===== config.mk =====
export PLATFORM = sky130hd
export DESIGN_NAME = cassette_record_framer_top_flat
export DESIGN_NICKNAME = d
export VERILOG_FILES = /design/src/rtl/core/crf_pkg.sv /design/src/rtl/core/crf_chan_if.sv /design/src/rtl/core/cassette_record_framer_top.sv /design/src/flat_wrapper.sv
export SDC_FILE = /design/constraint.sdc
export NUM_CORES = 1
export LEC_CHECK = 0
export ABC_CLOCK_PERIOD_IN_PS = 7000
export BUFFER_PORTS_ARGS = -buffer_cell sky130_fd_sc_hd__buf_2
export CELL_PAD_IN_SITES_DETAIL_PLACEMENT = 0
export CELL_PAD_IN_SITES_GLOBAL_PLACEMENT = 1
export CORE_MARGIN = 5
export CORE_UTILIZATION = 53
export DETAILED_ROUTE_END_ITERATION = 6
export GPL_ROUTABILITY_DRIVEN = 0
export PLACE_DENSITY_LB_ADDON = 0.25
export REMOVE_ABC_BUFFERS = 1
export SLEW_MARGIN = 20
export SYNTH_ARGS = -nofsm -noshare
export SYNTH_HDL_FRONTEND = slang
export SYNTH_SLANG_ARGS = --single-unit
export TNS_END_PERCENT = 50

===== constraint.sdc =====
create_clock -name clk -period 7 [get_ports clk]
set_input_delay 0.7 -clock clk [delete_from_list [all_inputs] [get_ports clk]]
set_output_delay 0.7 -clock clk [all_outputs]
set_load 0.05 [all_outputs]

===== src/rtl/core/crf_pkg.sv =====
package crf_pkg;

	localparam int unsigned RECORD_BYTES_DEF = 128;
	localparam int unsigned CFG_IDX_W = 8;
	localparam int unsigned GAP_W = 16;
	localparam int unsigned REP_W = 8;
	localparam int unsigned HDR_IDX_W = 4;
	localparam logic [HDR_IDX_W-1:0] HDR_LAST = 4'd9;

	localparam logic [CFG_IDX_W-1:0] REG_GAP_LONG = 8'd0;
	localparam logic [CFG_IDX_W-1:0] REG_GAP_MEDIUM = 8'd1;
	localparam logic [CFG_IDX_W-1:0] REG_GAP_SHORT = 8'd2;
	localparam logic [CFG_IDX_W-1:0] REG_GAP_FAST = 8'd3;

	localparam logic [GAP_W-1:0] GAP_LONG_RST = 16'd14000;
	localparam logic [GAP_W-1:0] GAP_MEDIUM_RST = 16'd422;
	localparam logic [GAP_W-1:0] GAP_SHORT_RST = 16'd250;
	localparam logic [GAP_W-1:0] GAP_FAST_RST = 16'd20;

	localparam logic [7:0] SUM_INIT = 8'hA7;
	localparam logic [7:0] SYNC_BYTE = 8'h55;
	localparam logic [7:0] CTRL_DATA = 8'hFC;
	localparam logic [7:0] CTRL_EOF = 8'hFE;
	localparam logic [7:0] EOF_SUM = 8'hA9;

	typedef struct packed {
		logic       mode;
		logic [7:0] data_byte;
		logic       segment_end;
		logic [1:0] gap_select;
	} crf_item_t;

	typedef struct packed {
		logic [7:0]       out_byte;
		logic [REP_W-1:0] repeat_count;
		logic             frame_end;
		logic             last_result;
	} crf_result_t;

	typedef struct packed {
		logic [CFG_IDX_W-1:0] index;
		logic [GAP_W-1:0]     value;
	} crf_cfg_t;

	// Chunk header: "data", record length, gap, then two sync bytes.
	function automatic logic [7:0] crf_hdr_byte(input logic [HDR_IDX_W-1:0] idx,
		input logic [15:0] len, input logic [GAP_W-1:0] gap);
		logic [7:0] b;
		case (idx)
			4'd0: b = 8'h64;
			4'd1: b = 8'h61;
			4'd2: b = 8'h74;
			4'd3: b = 8'h61;
			4'd4: b = len[7:0];
			4'd5: b = len[15:8];
			4'd6: b = gap[7:0];
			4'd7: b = gap[15:8];
			default: b = SYNC_BYTE;
		endcase
		return b;
	endfunction

endpackage


===== src/rtl/core/crf_chan_if.sv =====
interface crf_chan_if #(parameter type payload_t = logic);
	logic     valid;
	logic     ready;
	payload_t data;

	modport source(output valid, output data, input ready);
	modport sink(input valid, input data, output ready);
endinterface


===== src/rtl/core/cassette_record_framer_top.sv =====
// Channel   Direction  Payload        Transaction
// items     in         crf_item_t     valid & ready at clk rise
// results   out        crf_result_t   valid & ready at clk rise
// cfg       in         crf_cfg_t      valid & ready at clk rise, ready always high
//
// One result leaves the output register per cycle while results.ready is high; an item
// has one result for a plain payload byte and up to 15 results for an end-of-file
// request that closes an open record. The result sequencer sets this number.
// A new item is taken in the cycle the previous item's last result loads the output register.
// Reset returns the sequencer, record state and gap registers to their defaults; results stall on ready.
module cassette_record_framer_top import crf_pkg::*; #(
	parameter int unsigned RECORD_BYTES = RECORD_BYTES_DEF
) (
	input logic clk,
	input logic arst_n,
	crf_chan_if.sink items,
	crf_chan_if.source results,
	crf_chan_if.sink cfg
);

	localparam int unsigned POS_W = $clog2(RECORD_BYTES);
	localparam int unsigned NPOS_W = POS_W + 1;
	localparam logic [NPOS_W-1:0] RB_N = NPOS_W'(RECORD_BYTES);
	localparam logic [15:0] REC_LEN = 16'(RECORD_BYTES + 4);

	typedef enum logic [7:0] {
		ST_IDLE = 8'b0000_0001,
		ST_HDR  = 8'b0000_0010,
		ST_CTRL = 8'b0000_0100,
		ST_DATA = 8'b0000_1000,
		ST_PAD  = 8'b0001_0000,
		ST_CHK  = 8'b0010_0000,
		ST_EOFZ = 8'b0100_0000,
		ST_EOFC = 8'b1000_0000
	} crf_state_t;

	crf_state_t state_q, state_start, state_next;
	logic [HDR_IDX_W-1:0] hdr_q;

	logic [GAP_W-1:0] gap_q [4];

	logic open_q;
	logic [POS_W-1:0] pos_q;
	logic [7:0] sum_q;

	logic it_eof_q, it_close_q, it_pad_q;
	logic [REP_W-1:0] it_left_q;
	logic [7:0] it_chk_q, it_data_q;
	logic [GAP_W-1:0] it_gap_q;

	logic out_valid_q;
	crf_result_t out_q, res_d;

	logic adv, accept;
	logic [NPOS_W-1:0] pos0, pos_new, pos_cur;
	logic [7:0] sum0, sum_new;
	logic [8:0] sum_wide;
	logic close_d;

	assign cfg.ready = 1'b1;

	always_ff @(posedge clk or negedge arst_n) begin
		if (!arst_n) begin
			gap_q[0] <= GAP_LONG_RST;
			gap_q[1] <= GAP_MEDIUM_RST;
			gap_q[2] <= GAP_SHORT_RST;
			gap_q[3] <= GAP_FAST_RST;
		end else if (cfg.valid) begin
			case (cfg.data.index)
				REG_GAP_LONG: gap_q[0] <= cfg.data.value;
				REG_GAP_MEDIUM: gap_q[1] <= cfg.data.value;
				REG_GAP_SHORT: gap_q[2] <= cfg.data.value;
				REG_GAP_FAST: gap_q[3] <= cfg.data.value;
				default: ;
			endcase
		end
	end

	assign pos_cur = {1'b0, pos_q};
	assign pos0 = open_q ? pos_cur : '0;
	assign sum0 = open_q ? sum_q : SUM_INIT;
	assign sum_wide = {1'b0, sum0} + {1'b0, items.data.data_byte};
	assign sum_new = sum_wide[7:0] + {7'b0, sum_wide[8]};
	assign pos_new = pos0 + NPOS_W'(1);
	assign close_d = (pos_new >= RB_N) || items.data.segment_end;

	always_comb begin
		if (items.data.mode) begin
			if (!open_q) begin
				state_start = ST_HDR;
			end else if (pos_cur < RB_N) begin
				state_start = ST_PAD;
			end else begin
				state_start = ST_CHK;
			end
		end else begin
			state_start = open_q ? ST_DATA : ST_HDR;
		end
	end

	always_comb begin
		res_d = '0;
		res_d.repeat_count = REP_W'(1);
		state_next = state_q;
		case (state_q)
			ST_HDR: begin
				res_d.out_byte = crf_hdr_byte(hdr_q, REC_LEN, it_gap_q);
				if (hdr_q == HDR_LAST) begin
					state_next = ST_CTRL;
				end
			end
			ST_CTRL: begin
				res_d.out_byte = it_eof_q ? CTRL_EOF : CTRL_DATA;
				state_next = it_eof_q ? ST_EOFZ : ST_DATA;
			end
			ST_DATA: begin
				res_d.out_byte = it_data_q;
				res_d.last_result = !it_close_q;
				if (!it_close_q) begin
					state_next = ST_IDLE;
				end else begin
					state_next = it_pad_q ? ST_PAD : ST_CHK;
				end
			end
			ST_PAD: begin
				res_d.repeat_count = it_left_q;
				state_next = ST_CHK;
			end
			ST_CHK: begin
				res_d.out_byte = it_chk_q;
				res_d.frame_end = 1'b1;
				res_d.last_result = !it_eof_q;
				state_next = it_eof_q ? ST_HDR : ST_IDLE;
			end
			ST_EOFZ: begin
				res_d.repeat_count = REP_W'(RECORD_BYTES);
				state_next = ST_EOFC;
			end
			ST_EOFC: begin
				res_d.out_byte = EOF_SUM;
				res_d.frame_end = 1'b1;
				res_d.last_result = 1'b1;
				state_next = ST_IDLE;
			end
			default: begin
				state_next = ST_IDLE;
			end
		endcase
	end

	assign adv = (state_q != ST_IDLE) && (!out_valid_q || results.ready);
	assign items.ready = (state_q == ST_IDLE) || (adv && res_d.last_result);
	assign accept = items.valid && items.ready;

	always_ff @(posedge clk or negedge arst_n) begin
		if (!arst_n) begin
			state_q <= ST_IDLE;
			hdr_q <= '0;
			open_q <= 1'b0;
			pos_q <= '0;
			sum_q <= SUM_INIT;
			out_valid_q <= 1'b0;
		end else begin
			if (accept) begin
				state_q <= state_start;
			end else if (adv) begin
				state_q <= state_next;
			end
			if (accept || (adv && state_q != ST_HDR)) begin
				hdr_q <= '0;
			end else if (adv) begin
				hdr_q <= hdr_q + HDR_IDX_W'(1);
			end
			if (accept) begin
				if (items.data.mode || close_d) begin
					open_q <= 1'b0;
					pos_q <= '0;
					sum_q <= SUM_INIT;
				end else begin
					open_q <= 1'b1;
					pos_q <= pos_new[POS_W-1:0];
					sum_q <= sum_new;
				end
			end
			if (adv) begin
				out_valid_q <= 1'b1;
			end else if (results.ready) begin
				out_valid_q <= 1'b0;
			end
		end
	end

	always_ff @(posedge clk) begin
		if (accept) begin
			it_eof_q <= items.data.mode;
			it_close_q <= close_d;
			it_data_q <= items.data.data_byte;
			it_gap_q <= gap_q[items.data.gap_select];
			if (items.data.mode) begin
				it_pad_q <= open_q && (pos_cur < RB_N);
				it_left_q <= REP_W'(RB_N - pos_cur);
				it_chk_q <= sum_q;
			end else begin
				it_pad_q <= pos_new < RB_N;
				it_left_q <= REP_W'(RB_N - pos_new);
				it_chk_q <= sum_new;
			end
		end
		if (adv) begin
			out_q <= res_d;
		end
	end

	assign results.valid = out_valid_q;
	assign results.data = out_q;

`ifndef ASSERT_OFF
	a_open_pos: assert property (@(posedge clk) disable iff (!arst_n)
		open_q |-> (pos_q != '0 && pos_cur < RB_N))
		else $error("open record has a bad byte position");

	a_closed_clean: assert property (@(posedge clk) disable iff (!arst_n)
		!open_q |-> (pos_q == '0 && sum_q == SUM_INIT))
		else $error("closed record left stale position or checksum");

	a_zero_run: assert property (@(posedge clk) disable iff (!arst_n)
		(results.valid && results.data.repeat_count != REP_W'(1)) |->
		(results.data.out_byte == 8'h00 && results.data.repeat_count != '0))
		else $error("repeat run is not a nonempty zero run");

	a_take_after_last: assert property (@(posedge clk) disable iff (!arst_n)
		(items.valid && items.ready && state_q != ST_IDLE) |=>
		(results.valid && results.data.last_result))
		else $error("item taken before the previous item's last result");
`endif

endmodule


===== src/flat_wrapper.sv =====
// flat-port wrapper written by rule: the top's interface ports become plain ports
module cassette_record_framer_top_flat import crf_pkg::*;
#(
	parameter int unsigned RECORD_BYTES = RECORD_BYTES_DEF
)
  (clk, arst_n, items_valid, items_data, items_ready, results_valid, results_data, results_ready, cfg_valid, cfg_data, cfg_ready);
  crf_chan_if #(.payload_t(crf_item_t)) items_i ();
  crf_chan_if #(.payload_t(crf_result_t)) results_i ();
  crf_chan_if #(.payload_t(crf_cfg_t)) cfg_i ();
  input logic clk;
  input logic arst_n;
  input wire logic [$bits(items_i.valid)-1:0] items_valid;
  input wire logic [$bits(items_i.data)-1:0] items_data;
  output wire logic [$bits(items_i.ready)-1:0] items_ready;
  output wire logic [$bits(results_i.valid)-1:0] results_valid;
  output wire logic [$bits(results_i.data)-1:0] results_data;
  input wire logic [$bits(results_i.ready)-1:0] results_ready;
  input wire logic [$bits(cfg_i.valid)-1:0] cfg_valid;
  input wire logic [$bits(cfg_i.data)-1:0] cfg_data;
  output wire logic [$bits(cfg_i.ready)-1:0] cfg_ready;
  assign items_i.valid = items_valid;
  assign items_i.data = items_data;
  assign items_ready = items_i.ready;
  assign results_valid = results_i.valid;
  assign results_data = results_i.data;
  assign results_i.ready = results_ready;
  assign cfg_i.valid = cfg_valid;
  assign cfg_i.data = cfg_data;
  assign cfg_ready = cfg_i.ready;
  cassette_record_framer_top #(.RECORD_BYTES(RECORD_BYTES)) u_core (.clk(clk), .arst_n(arst_n), .items(items_i), .results(results_i), .cfg(cfg_i));
endmodule

== Yosys cells after proc, flatten, opt, wreduce, memory -nomap -nowiden ==
Cells that the tools add are included.

* $add $sub $neg: 6
* Multipliers: 0
* Divide/modulo/power cells: 0
* Order comparisons: 4
* Equality and inequality tests: 22
* Shift operators: 0
* Multiplexer cells: 33
* Bitwise logic cells: 1
* Reductions and logical operators: 25

{| class="wikitable"
|+ Operators with widths
! kind !! count
|-
| $mux 8 || 10
|-
| $pmux 8 s7 || 1
|-
| $pmux 8 s6 || 1
|-
| $pmux 8 s5 || 1
|-
| $bmux 16 s2 || 1
|-
| $mux 16 || 2
|-
| $eq 8x2->1 const B || 3
|-
| $mux 7 || 3
|-
| $eq 4x3->1 const B || 4
|-
| $eq 8x1->1 const B || 2
|-
| $pmux 8 s2 || 1
|-
| $mux 4 || 3
|-
| $mux 6 || 2
|-
| $reduce_and 2->1 || 5
|-
| $add 8x8->9 || 1
|-
| $add 8x1->8 || 1
|-
| $add 8x1->8 const B || 1
|-
| $eq 4x2->1 const B || 2
|-
| $eq 8x3->1 const B || 1
|-
| $eq 8x4->1 const B || 1
|-
| $eq 8x5->1 const B || 1
|-
| $eq 8x6->1 const B || 1
|-
| $eq 8x7->1 const B || 1
|-
| $eq 8x8->1 const B || 1
|-
| other kinds (23) || 41
|}

* Bits in registers: 154
* Bits in latches: 0
* Bits in writable memories: 0
* Bits in read-only memories: 0
* Bits of input ports: 41
* Output and inout port bits: 21
* Logic and storage cells: 112
* Memories kept: 0

== Logic depth before layout (Yosys ltp) ==
Gate-level depths: netlist of run 1.

* Word-level depth: 8
* Depth in mapped cells: 19
* Gate-level depth less buffers: 17

== Least setup slack after synthesis of run 1 ==
OpenSTA, ideal clock, no wires.

* Path type: register to register
* Start point: register u_core.open_q
* End point: register u_core.it_chk_q[6], data pin
* Library setup time: 260 ps
* Arrival: 3,259 ps
* Setup slack: 3,481 ps
* Stages on the path, launching flop included: 20
* Buffers on the path: 2
* Clock period less this slack: 3,519 ps
* Cells stage by stage: dfrtp_1 clkbuf_1 clkbuf_1 nand2b_1 ha_1 inv_1 fa_1 nand2b_1 a21oi_1 a31oi_1 nor2b_1 o21ai_0 nand2b_1 ha_1 nor2b_1 o211a_1 o21a_1 nand4b_1 xnor2_1 mux2_2

* Word-level cells in the longest chain between the ends: 4

{| class="wikitable"
|+ Ends and longest elaborated chain
! what !! RTL line !! text
|-
| start, declared || cassette_record_framer_top.sv:42 || <nowiki>logic open_q;</nowiki>
|-
| start signal, assigned || cassette_record_framer_top.sv:159 || <nowiki>open_q <= 1'b0;</nowiki>
|-
| start signal, assigned || cassette_record_framer_top.sv:176 || <nowiki>open_q <= 1'b0;</nowiki>
|-
| start signal, assigned || cassette_record_framer_top.sv:180 || <nowiki>open_q <= 1'b1;</nowiki>
|-
| $mux 8 || cassette_record_framer_top.sv:81 || <nowiki>assign sum0 = open_q ? sum_q : SUM_INIT;</nowiki>
|-
| $add 8x8->9 || cassette_record_framer_top.sv:82 || <nowiki>assign sum_wide = {1'b0, sum0} + {1'b0, items.data.data_byte};</nowiki>
|-
| $add 8x1->8 || cassette_record_framer_top.sv:83 || <nowiki>assign sum_new = sum_wide[7:0] + {7'b0, sum_wide[8]};</nowiki>
|-
| $mux 8 || cassette_record_framer_top.sv:199 || <nowiki>if (items.data.mode) begin</nowiki>
|-
| end signal, assigned || cassette_record_framer_top.sv:202 || <nowiki>it_chk_q <= sum_q;</nowiki>
|-
| end signal, assigned || cassette_record_framer_top.sv:206 || <nowiki>it_chk_q <= sum_new;</nowiki>
|-
| end, declared || cassette_record_framer_top.sv:48 || <nowiki>logic [7:0] it_chk_q, it_data_q;</nowiki>
|}

No other way between the ends.
A chain may end at the register's enable or synchronous reset.

== Final worst setup path of run 1 ==
Same ends and word-level chain as after synthesis.

==> flow_metrics.tcl, run 1 <==
set metrics [dict create \
    status "complete, no violations" \
    ff2ff_setup_slack_ns 3.15 \
    initial_utilization 0.545 \
    rsz0062_at_grt "no" \
    maxUsedRoutingLayer "met4" \
    ys_seq_area_frac 0.550 \
    r2r_start "u_core.open_q" \
    maxSlewHeadroom 0.302 \
    p_int_w 0.00195 \
    synth_ff_type "dfrtp_1" \
    critPathMaxFanout 18 \
    drv_cap 0 \
    routedWlPerCell_um 18.5 \
    yosys-top-cells-count "mux2_2 (71), dfrtp_1 (67), edfxtp_1 (61)" \
    synth_cells 597 \
    p_seq_frac 0.430 \
    final_nets 710 \
    yosysMostFrequentCell "mux2_2" \
    syn_area_um2 7630 \
    hold_viol 0 \
    dieArea_um2 16900 \
    globalRouteTotalUtil 0.200 \
    synth_edf_count 61 \
    worstSetupEndpointType "flop" \
    cts_tree "yes" \
    synthToLayoutAreaGrowth_pct 13.2 \
    worst_slew_pin_slew_ns 1.02 \
    ir_drop_mv 0.173 \
    post-cts-setup-buffers 0 \
    wl_met3_um 812 \
    port_buffers 60 \
    synth.avg_cell_area_um2 12.8 \
    cts_sinks 154 \
    drc 0 \
    final_max_slew_viol_count 0 \
    worstSetupPathType "flop to flop" \
    cts.reportedPaths.clkPinSlew_ns 0.06 \
    antennaDiodeCount 0 \
    clockBufferDepth 2 \
    p_sw_frac 0.331 \
    clock_skew_ns 0.00830 \
    arrival_ns 4.01 \
    reg2regPathDepth 17 \
    die_w_um 130 \
    viasPerCell 5.87 \
    pre_cts_ws_ns 3.17 \
    drive_gt1_frac 0.324 \
    power_frac_comb 0.265 \
    synth.top_cells.by_area "edfxtp_1 (24%), dfrtp_1 (22%), mux2_2 (10%)" \
    cp.required_ns 7.17 \
    core-area_um2 14000 \
    fin_tns_setup_ns 0 \
    root_buffer "clkbuf_16" \
    grt_max_degree 63 \
    r2r-end "u_core.it_chk_q[6]" \
    hp-class "input port to async pin" \
    grt_pass1_wl_um 26000 \
    post-dp-hpwl_um 10900 \
    routed_wirelength_um 15600 \
    clkPwrFrac 0.305 \
    htree_levels 4 \
    final.min_clock_period_ns 3.85 \
    p_leak_nw 3.76 \
    synth_top_area_share 0.240 \
    met1_length_um 7430 \
    p_sw_w 0.000962 \
    clk_latency_ns 0.42 \
    setup_viol 0 \
    timing.hold.ws_ns 0.250 \
    fillerInstances 1129 \
    rows 43 \
    start_kind "flop" \
    postCtsHoldBufs 0 \
    vias 4951 \
    synth_area_leader_cell "edfxtp_1" \
    dr.pass1.iters 5 \
    finalCritPeriodShare 0.550 \
    grt_overflow_total 0 \
    synth_cell_types 66 \
    cts_resized 0 \
    dieHeight_um 130 \
    wl_met2_um 7190 \
    drt_iter0_drc 328 \
    ys_seq_elements 154 \
    ios 62 \
    async_flop_share 0.604 \
    cts_buffers 17 \
    grt_pass1_vias 4889 \
    postRouteAntennaNets 0 \
    pwr_density_cell_nw_per_um2 337 \
    final.setup.worst_slack_ns 3.15 \
    max_freq_mhz 260 \
    synth_warnings 0 \
    antenna_found_initial 0 \
]
power groups by stage:
stage	logic [W]	clock network (W)	registers, W
finish	0.000770	0.000888	0.00125
global route	0.000849	0.000944	0.00127
CTS	0.000776	0.000904	0.00125
detailed placement	0.000771	0	0.00127
global placement	0.000757	0	0.00126
floorplan	0.000428	0	0.00138
worst max-delay path: stages (launching register included):
cell and delay [ns]:
dfrtp_1 0.61, nand2b_1 0.18, ha_1 0.21, inv_1 0.07
fa_1 0.39, nand2b_1 0.16, a21oi_1 0.20, a31oi_1 0.15
nor2b_1 0.11, o21ai_0 0.08, nand2b_1 0.11, ha_1 0.16
nor2b_1 0.21, o211a_1 0.18, o21a_1 0.19, nand4b_1 0.13
xnor2_1 0.17, mux2_2 0.28
stage by stage:
step | instances | instance area, um^2 | util | power, W
4_1_cts | 844 | 8630 | 0.617 | 0.00293
2_1_floorplan | 568 | 7490 | - | 0.00181
6_report | 844 | 8630 | 0.617 | 0.00291
3_3_place_gp | 812 | 8050 | 0.575 | 0.00202
5_1_grt | 844 | 8630 | 0.617 | 0.00306
3_5_place_dp | 812 | 8050 | 0.575 | 0.00204
cells by family (layout without fill, tap and decap cells):
| family | Yosys count | in the layout | synth area share |
|---|---|---|---|
| xor gates and xnor gates | 24 | 24 | 0.0276 |
| adders and majority gates | 18 | 18 | 0.0305 |
| muxes | 90 | 90 | 0.156 |
| and+or+nand+nor | 174 | 174 | 0.131 |
| buffers and inverters | 45 | 112 | 0.0254 |
| DFF | 154 | 154 | 0.550 |
| AOI/OAI and AO/OA | 91 | 91 | 0.0792 |
| other | 1 | 1 | 0.000492 |
worst max path at each step:
stage	endpoint	cells past startpoint	startpoint
finish	u_core.it_chk_q[6]	17	u_core.open_q
global placement	u_core.it_chk_q[6]	17	items_data[3]
global route	u_core.it_chk_q[6]	17	u_core.open_q
CTS	u_core.it_chk_q[6]	17	u_core.open_q
detailed placement	u_core.it_chk_q[6]	17	items_data[3]
floorplan	u_core.it_chk_q[6]	16	items_data[3]
cell usage in the layout (no fill, tap or decap), types with 17 or more instances in the layout:
master,synthesis,routed
ha_1,17,17
dfrtp_1,67,67
xor2_1,18,18
mux2_2,71,71
nor2_1,37,37
buf_2,8,59
o21ai_0,25,25
edfxtp_1,61,61
nand2_1,42,42
dfstp_2,26,26
clkbuf_16,0,21
flip-flops by register name, summed over array words and instances, names as in the netlist, 4 cells and up:
| name | cells |
|---|---|
| u_core.gap_q | 64 |
| u_core.hdr_q | 4 |
| u_core.it_chk_q | 8 |
| u_core.it_data_q | 8 |
| u_core.it_gap_q | 16 |
| u_core.it_left_q | 8 |
| u_core.pos_q | 7 |
| u_core.results.data | 18 |
| u_core.state_q | 8 |
| u_core.sum_q | 8 |
layer usage:
layer  up-vias  GRT usage
met1      2459      0.299
met2       137      0.295
met4         0     0.0623
met3        16     0.0434
met5         -          0
li1       2339          -
cell type report:
type / instances / area (um^2) / area share
Sequential cell: 154 / 4190 / 0.485
Multi-Input combinational cell: 398 / 3240 / 0.375
Timing Repair Buffer: 64 / 333 / 0.0385
Clock inverter: 5 / 26.3 / 0.00304
Tap cell: 180 / 225 / 0.0261
Clock buffer: 27 / 558 / 0.0646
Inverter: 16 / 60.1 / 0.00696
(Power assumes the default switching activity.)
==> inputs of run 2 (changes only) <==
- ABC_CLOCK_PERIOD_IN_PS: 7000 -> 3480
- CORE_UTILIZATION: 53 -> 45
- clock period: 7 -> 3.48 ns (I/O delays scaled with it)
==> flow_metrics.tcl, run 2 (synthesis gave the netlist of run 1 again) <==
set metrics [dict create \
    status "complete, no violations" \
    ir_drop_mv 0.417 \
    grt_max_degree 63 \
    slowest_delay_ns 0.53 \
    reg2regPathDepth 17 \
    synthToLayoutAreaGrowth_pct 16.4 \
    grt_overflow_total 0 \
    pre_cts_ws_ns -0.0295 \
    cts_buffers 17 \
    dr.pass1.iters 4 \
    globalRouteTotalUtil 0.172 \
    path_cells "nand2b_4 > ha_4 > inv_2 > fa_2 > nand2b_4 > a21oi_4 > a31oi_2 > nor2b_1 > o21ai_1 > nand2b_1 > ha_2 > nor2b_4 > o211a_1 > o21a_1 > nand4b_1 > xnor2_1 > mux2_4" \
    clock_skew_ns 0.00944 \
    cts.reportedPaths.clkPinSlew_ns 0.06 \
    drt_iter0_drc 354 \
    stdcell_area_um2 8880 \
    worstSetupPathType "flop to flop" \
    antennaDiodeCount 0 \
    postCtsHoldBufs 0 \
    finalCritPeriodShare 0.969 \
    final.setup.worst_slack_ns 0.108 \
    core-area_um2 16600 \
    critPathMostFrequentCell "nand2b_4" \
    hold_viol 0 \
    post-dp-hpwl_um 11600 \
    htree_levels 4 \
    die_w_um 140 \
    antenna_found_initial 0 \
    cts_tree "yes" \
    drc 0 \
    dieHeight_um 140 \
    final.min_clock_period_ns 3.37 \
    crit_end "u_core.it_chk_q[6]" \
    rows 47 \
    critPathMaxFanout 3 \
    routedWlPerCell_um 18.2 \
    grt_pass1_vias 4997 \
    rsz0062_at_grt "yes" \
    final_nets 722 \
    clockBufferDepth 2 \
    drv_cap 0 \
    root_buffer "clkbuf_16" \
    dieArea_um2 19700 \
    start_kind "flop" \
    pwr_density_cell_nw_per_um2 682 \
    cpMaxStageDelayCell "dfstp_2" \
    arrival_ns 3.54 \
    viasPerCell 5.53 \
    hp-class "input port to async pin" \
    placed_area_um2 8160 \
    ios 62 \
    final_cell_mix "mux2_2 (70), dfrtp_1 (67), edfxtp_1 (61)" \
    drive_gt1_frac 0.357 \
    grt_pass1_wl_um 26700 \
    worst_slew_pin_slew_ns 0.827 \
    postRouteAntennaNets 0 \
    worstSetupEndpointType "flop" \
    cp.required_ns 3.65 \
    finalPower_w 0.00606 \
    setup_viol 0 \
    final_max_slew_viol_count 0 \
    initial_utilization 0.460 \
    largest_reg_flops 64 \
    clk_latency_ns 0.42 \
    r2r-end "u_core.it_chk_q[6]" \
    r2r_start "u_core.sum_q[0]" \
    top_register "u_core.gap_q" \
    maxSlewHeadroom 0.449 \
    cts_sinks 154 \
    ff2ff_setup_slack_ns 0.11 \
    layout.cells.most_common "mux2_2" \
    timing.critical_path.from "u_core.sum_q[0]" \
    port_buffers 60 \
    routed_wirelength_um 16300 \
    vias 4954 \
    max_freq_mhz 297 \
    p_leak_nw 3.84 \
]
run 2: cell count changes in the layout (fill, tap and decap cells not counted), sizes merged:
cell	delta
buf	+12
bufinv	+2
clkbuf	-8
clkinv	-2
clkinvlp	+1
inv	+7
run 2: what timing repair did:
item,in CTS,in global routing
endpoints found under the setup margin,2,6
pin swaps,0,9
gates resized for setup,1,15
setup buffers,1,5
run 2: worst min path at each step:
stage,slack (ns),endpoint,depth (start not counted)
6_report,0.02,u_core.open_q,1
5_1_grt,0.09,u_core.open_q,1
4_1_cts,0.05,u_core.open_q,1
3_5_place_dp,0.47,u_core.sum_q[0],2
3_3_place_gp,0.45,u_core.sum_q[0],2
2_1_floorplan,0.05,u_core.gap_q[0],0
run 2: final cells by class:
cell class | count | area [um^2]
Timing Repair Buffer | 76 | 435
Inverter | 16 | 60.1
Fill cell | 1414 | 7700
Clock inverter | 13 | 150
Tap cell | 220 | 275
Sequential cell | 154 | 4190
Multi-Input combinational cell | 398 | 3310
Clock buffer | 19 | 454
run 2: critical path: cells and delay by family (launching register included):
family | cells | cell delay [ns]
muxes | 1 | 0.27
and+or+nand+nor | 6 | 0.77
adders and majority gates | 3 | 0.70
AOI/OAI and AO/OA | 5 | 0.65
buffers and inverters | 1 | 0.04
xor gates and xnor gates | 1 | 0.18
DFF | 1 | 0.53
run 2: power breakdown:
group          switching (W)  total (W)  internal (W)  leakage [nW]
Clock               0.000757    0.00187       0.00112         0.296
Sequential          0.000193    0.00250       0.00230          1.76
Combinational        0.00109    0.00168      0.000594          1.79
run 2: through the flow:
stage | setup TNS, ns | std cells | hold WS (ns) | util
floorplan | 0 | 568 | 0.0524 | -
global placement | 0 | 858 | 0.449 | 0.492
detailed placement | -0.0295 | 858 | 0.472 | 0.492
CTS | 0 | 891 | 0.0488 | 0.529
global route | -0.234 | 896 | 0.0898 | 0.535
finish | 0 | 896 | 0.0216 | 0.535
run 2: metal layers:
layer / up-vias / GRT usage / part of all wire
met4: 0 / 0.0413 / 0.0034
met3: 4 / 0.0385 / 0.039
met1: 2503 / 0.240 / 0.46
met5: - / 0 / 0
met2: 86 / 0.276 / 0.50
li1: 2361 / - / -
==> inputs of run 3 (changes only) <==
- CORE_MARGIN: 5 -> 2
- CORE_UTILIZATION: 45 -> 46
- CTS_BUF_LIST: default -> sky130_fd_sc_hd__clkbuf_4 sky130_fd_sc_hd__clkbuf_8
- MAX_ROUTING_LAYER: default -> met4
==> flow_metrics.tcl, run 3 (synthesis gave the netlist of run 1 again) <==
set metrics [dict create \
    ff2ff_setup_slack_ns 0.12 \
    hp-class "input port to flop" \
    critPathMaxFanout 3 \
    cts_sinks 154 \
    htree_levels 4 \
    grt_pass1_vias 5108 \
    hold_end "u_core.it_data_q[6]" \
    worst_slew_pin_slew_ns 0.741 \
    pwr_density_cell_nw_per_um2 639 \
    viasPerCell 5.52 \
    p_sw_frac 0.361 \
    reg2regPathDepth 17 \
    antenna_found_initial 0 \
    final_cell_mix "mux2_2 (70), dfrtp_1 (67), edfxtp_1 (61)" \
    p_int_w 0.00354 \
    clockBufferDepth 2 \
    dr.pass1.iters 4 \
    cts_tree "yes" \
    clk_latency_ns 0.45 \
    grt_overflow_total 0 \
    clock_skew_ns 0.0103 \
    globalRouteTotalUtil 0.200 \
    finalCritPeriodShare 0.965 \
    arrival_ns 3.56 \
    cpMaxStageDelayCell "dfstp_2" \
    core-area_um2 16400 \
    vias 4961 \
    critPathMostFrequentCell "nand2b_4" \
    grt_max_degree 79 \
    port_buffers 60 \
    final.min_clock_period_ns 3.36 \
    power_frac_comb 0.302 \
    drc 0 \
    start_kind "flop" \
    routedWlPerCell_um 18.0 \
    hold_viol 0 \
    routed_wirelength_um 16200 \
    layout.cells.most_common "mux2_2" \
    path_cells "nand2b_4 > ha_4 > inv_2 > fa_2 > nand2b_4 > a21oi_4 > a31oi_4 > nor2b_1 > o21ai_1 > nand2b_1 > ha_2 > nor2b_4 > o211a_1 > o21a_1 > nand4b_1 > xnor2_1 > mux2_4" \
    final_nets 725 \
    dieArea_um2 17600 \
    drv_cap 0 \
    antennaDiodeCount 0 \
    p_sw_w 0.00200 \
    stdcell_area_um2 8680 \
    setup_viol 0 \
    postRouteAntennaNets 0 \
    worst_hold_startpoint "items_data[9]" \
    rows 47 \
    slowest_delay_ns 0.54 \
    fin_util 0.529 \
    r2r_start "u_core.sum_q[0]" \
    max_freq_mhz 298 \
    status "complete, no violations" \
    top_register "u_core.gap_q" \
    ios 62 \
    p_leak_nw 3.76 \
    cts_buffers 17 \
    drt_iter0_drc 267 \
    r2r-end "u_core.it_chk_q[6]" \
    placed_area_um2 8160 \
    final_max_slew_viol_count 0 \
    cts.reportedPaths.clkPinSlew_ns 0.09 \
    dieHeight_um 133 \
    min_path_cells 1 \
    drive_gt1_frac 0.356 \
    worstSetupEndpointType "flop" \
    root_buffer "clkbuf_8" \
    p_seq_frac 0.451 \
    worstSetupPathType "flop to flop" \
    largest_reg_flops 64 \
    ir_drop_mv 0.346 \
    clkPwrFrac 0.247 \
    cp.required_ns 3.68 \
    initial_utilization 0.465 \
    grt_pass1_wl_um 26700 \
    synthToLayoutAreaGrowth_pct 13.9 \
    maxSlewHeadroom 0.506 \
    die_w_um 133 \
    post-dp-hpwl_um 11300 \
]
[run 3: routing by layer]
layer	global-route usage	vias to the layer above	part of all wire
met2	0.313	103	0.48
met5	-	-	0
met1	0.269	2479	0.46
met3	0.0345	16	0.041
li1	-	2363	-
met4	0.0621	0	0.011
[run 3: cell type report]
cell class / instances / area, um^2
Timing Repair Buffer: 79 / 452
Tap cell: 220 / 275
Clock buffer: 17 / 234
Multi-Input combinational cell: 398 / 3310
Sequential cell: 154 / 4190
Fill cell: 1396 / 7720
Inverter: 16 / 60.1
Clock inverter: 15 / 160
[run 3: per-stage QoR]
stage	instances	total power, W	hold slack (ns)	setup slack (ns)	setup TNS, ns
2_1_floorplan	568	0.00364	0.0524	0.133	0
3_3_place_gp	860	0.00411	0.454	0.0403	0
3_5_place_dp	860	0.00414	0.467	-0.0271	-0.0271
4_1_cts	893	0.00551	0.0726	0.0253	0
5_1_grt	899	0.00584	0.0779	-0.0293	-0.0507
6_report	899	0.00554	0.0978	0.123	0
[run 3: what timing repair did]
item	in CTS	in global routing
hold buffers	0	1
setup endpoints to repair	1	4
setup buffers	1	5
endpoints found under the hold margin	0	51
resized for setup	2	13
gates cloned	0	0
pin swaps	0	8
[run 3: how the worst max path moves through the flow]
stage	start	to	slack, ns	depth (start not counted)
finish	u_core.sum_q[0]	u_core.it_chk_q[6]	0.12	17
global route	u_core.sum_q[0]	u_core.it_chk_q[6]	-0.03	17
CTS	u_core.sum_q[0]	u_core.it_chk_q[6]	0.03	17
detailed placement	u_core.sum_q[0]	u_core.it_chk_q[6]	-0.03	17
global placement	u_core.sum_q[0]	u_core.it_chk_q[6]	0.04	17
floorplan	u_core.open_q	u_core.it_chk_q[6]	0.13	17
[run 3: power by group through the flow]
stage	clock network (W)	logic, W	registers [W]
finish	0.00137	0.00167	0.00250
global route	0.00147	0.00184	0.00253
CTS	0.00139	0.00162	0.00250
floorplan	0	0.000860	0.00278
global placement	0	0.00159	0.00252
detailed placement	0	0.00161	0.00253
[run 3: critical path, delay by kind of cell, from the launching register on]
family | cells | cell delay, ns
xor+xnor | 1 | 0.18
buf+inv | 1 | 0.04
flops | 1 | 0.54
compound gates | 5 | 0.68
mux | 1 | 0.27
simple gates | 6 | 0.75
fa+ha+maj | 3 | 0.67
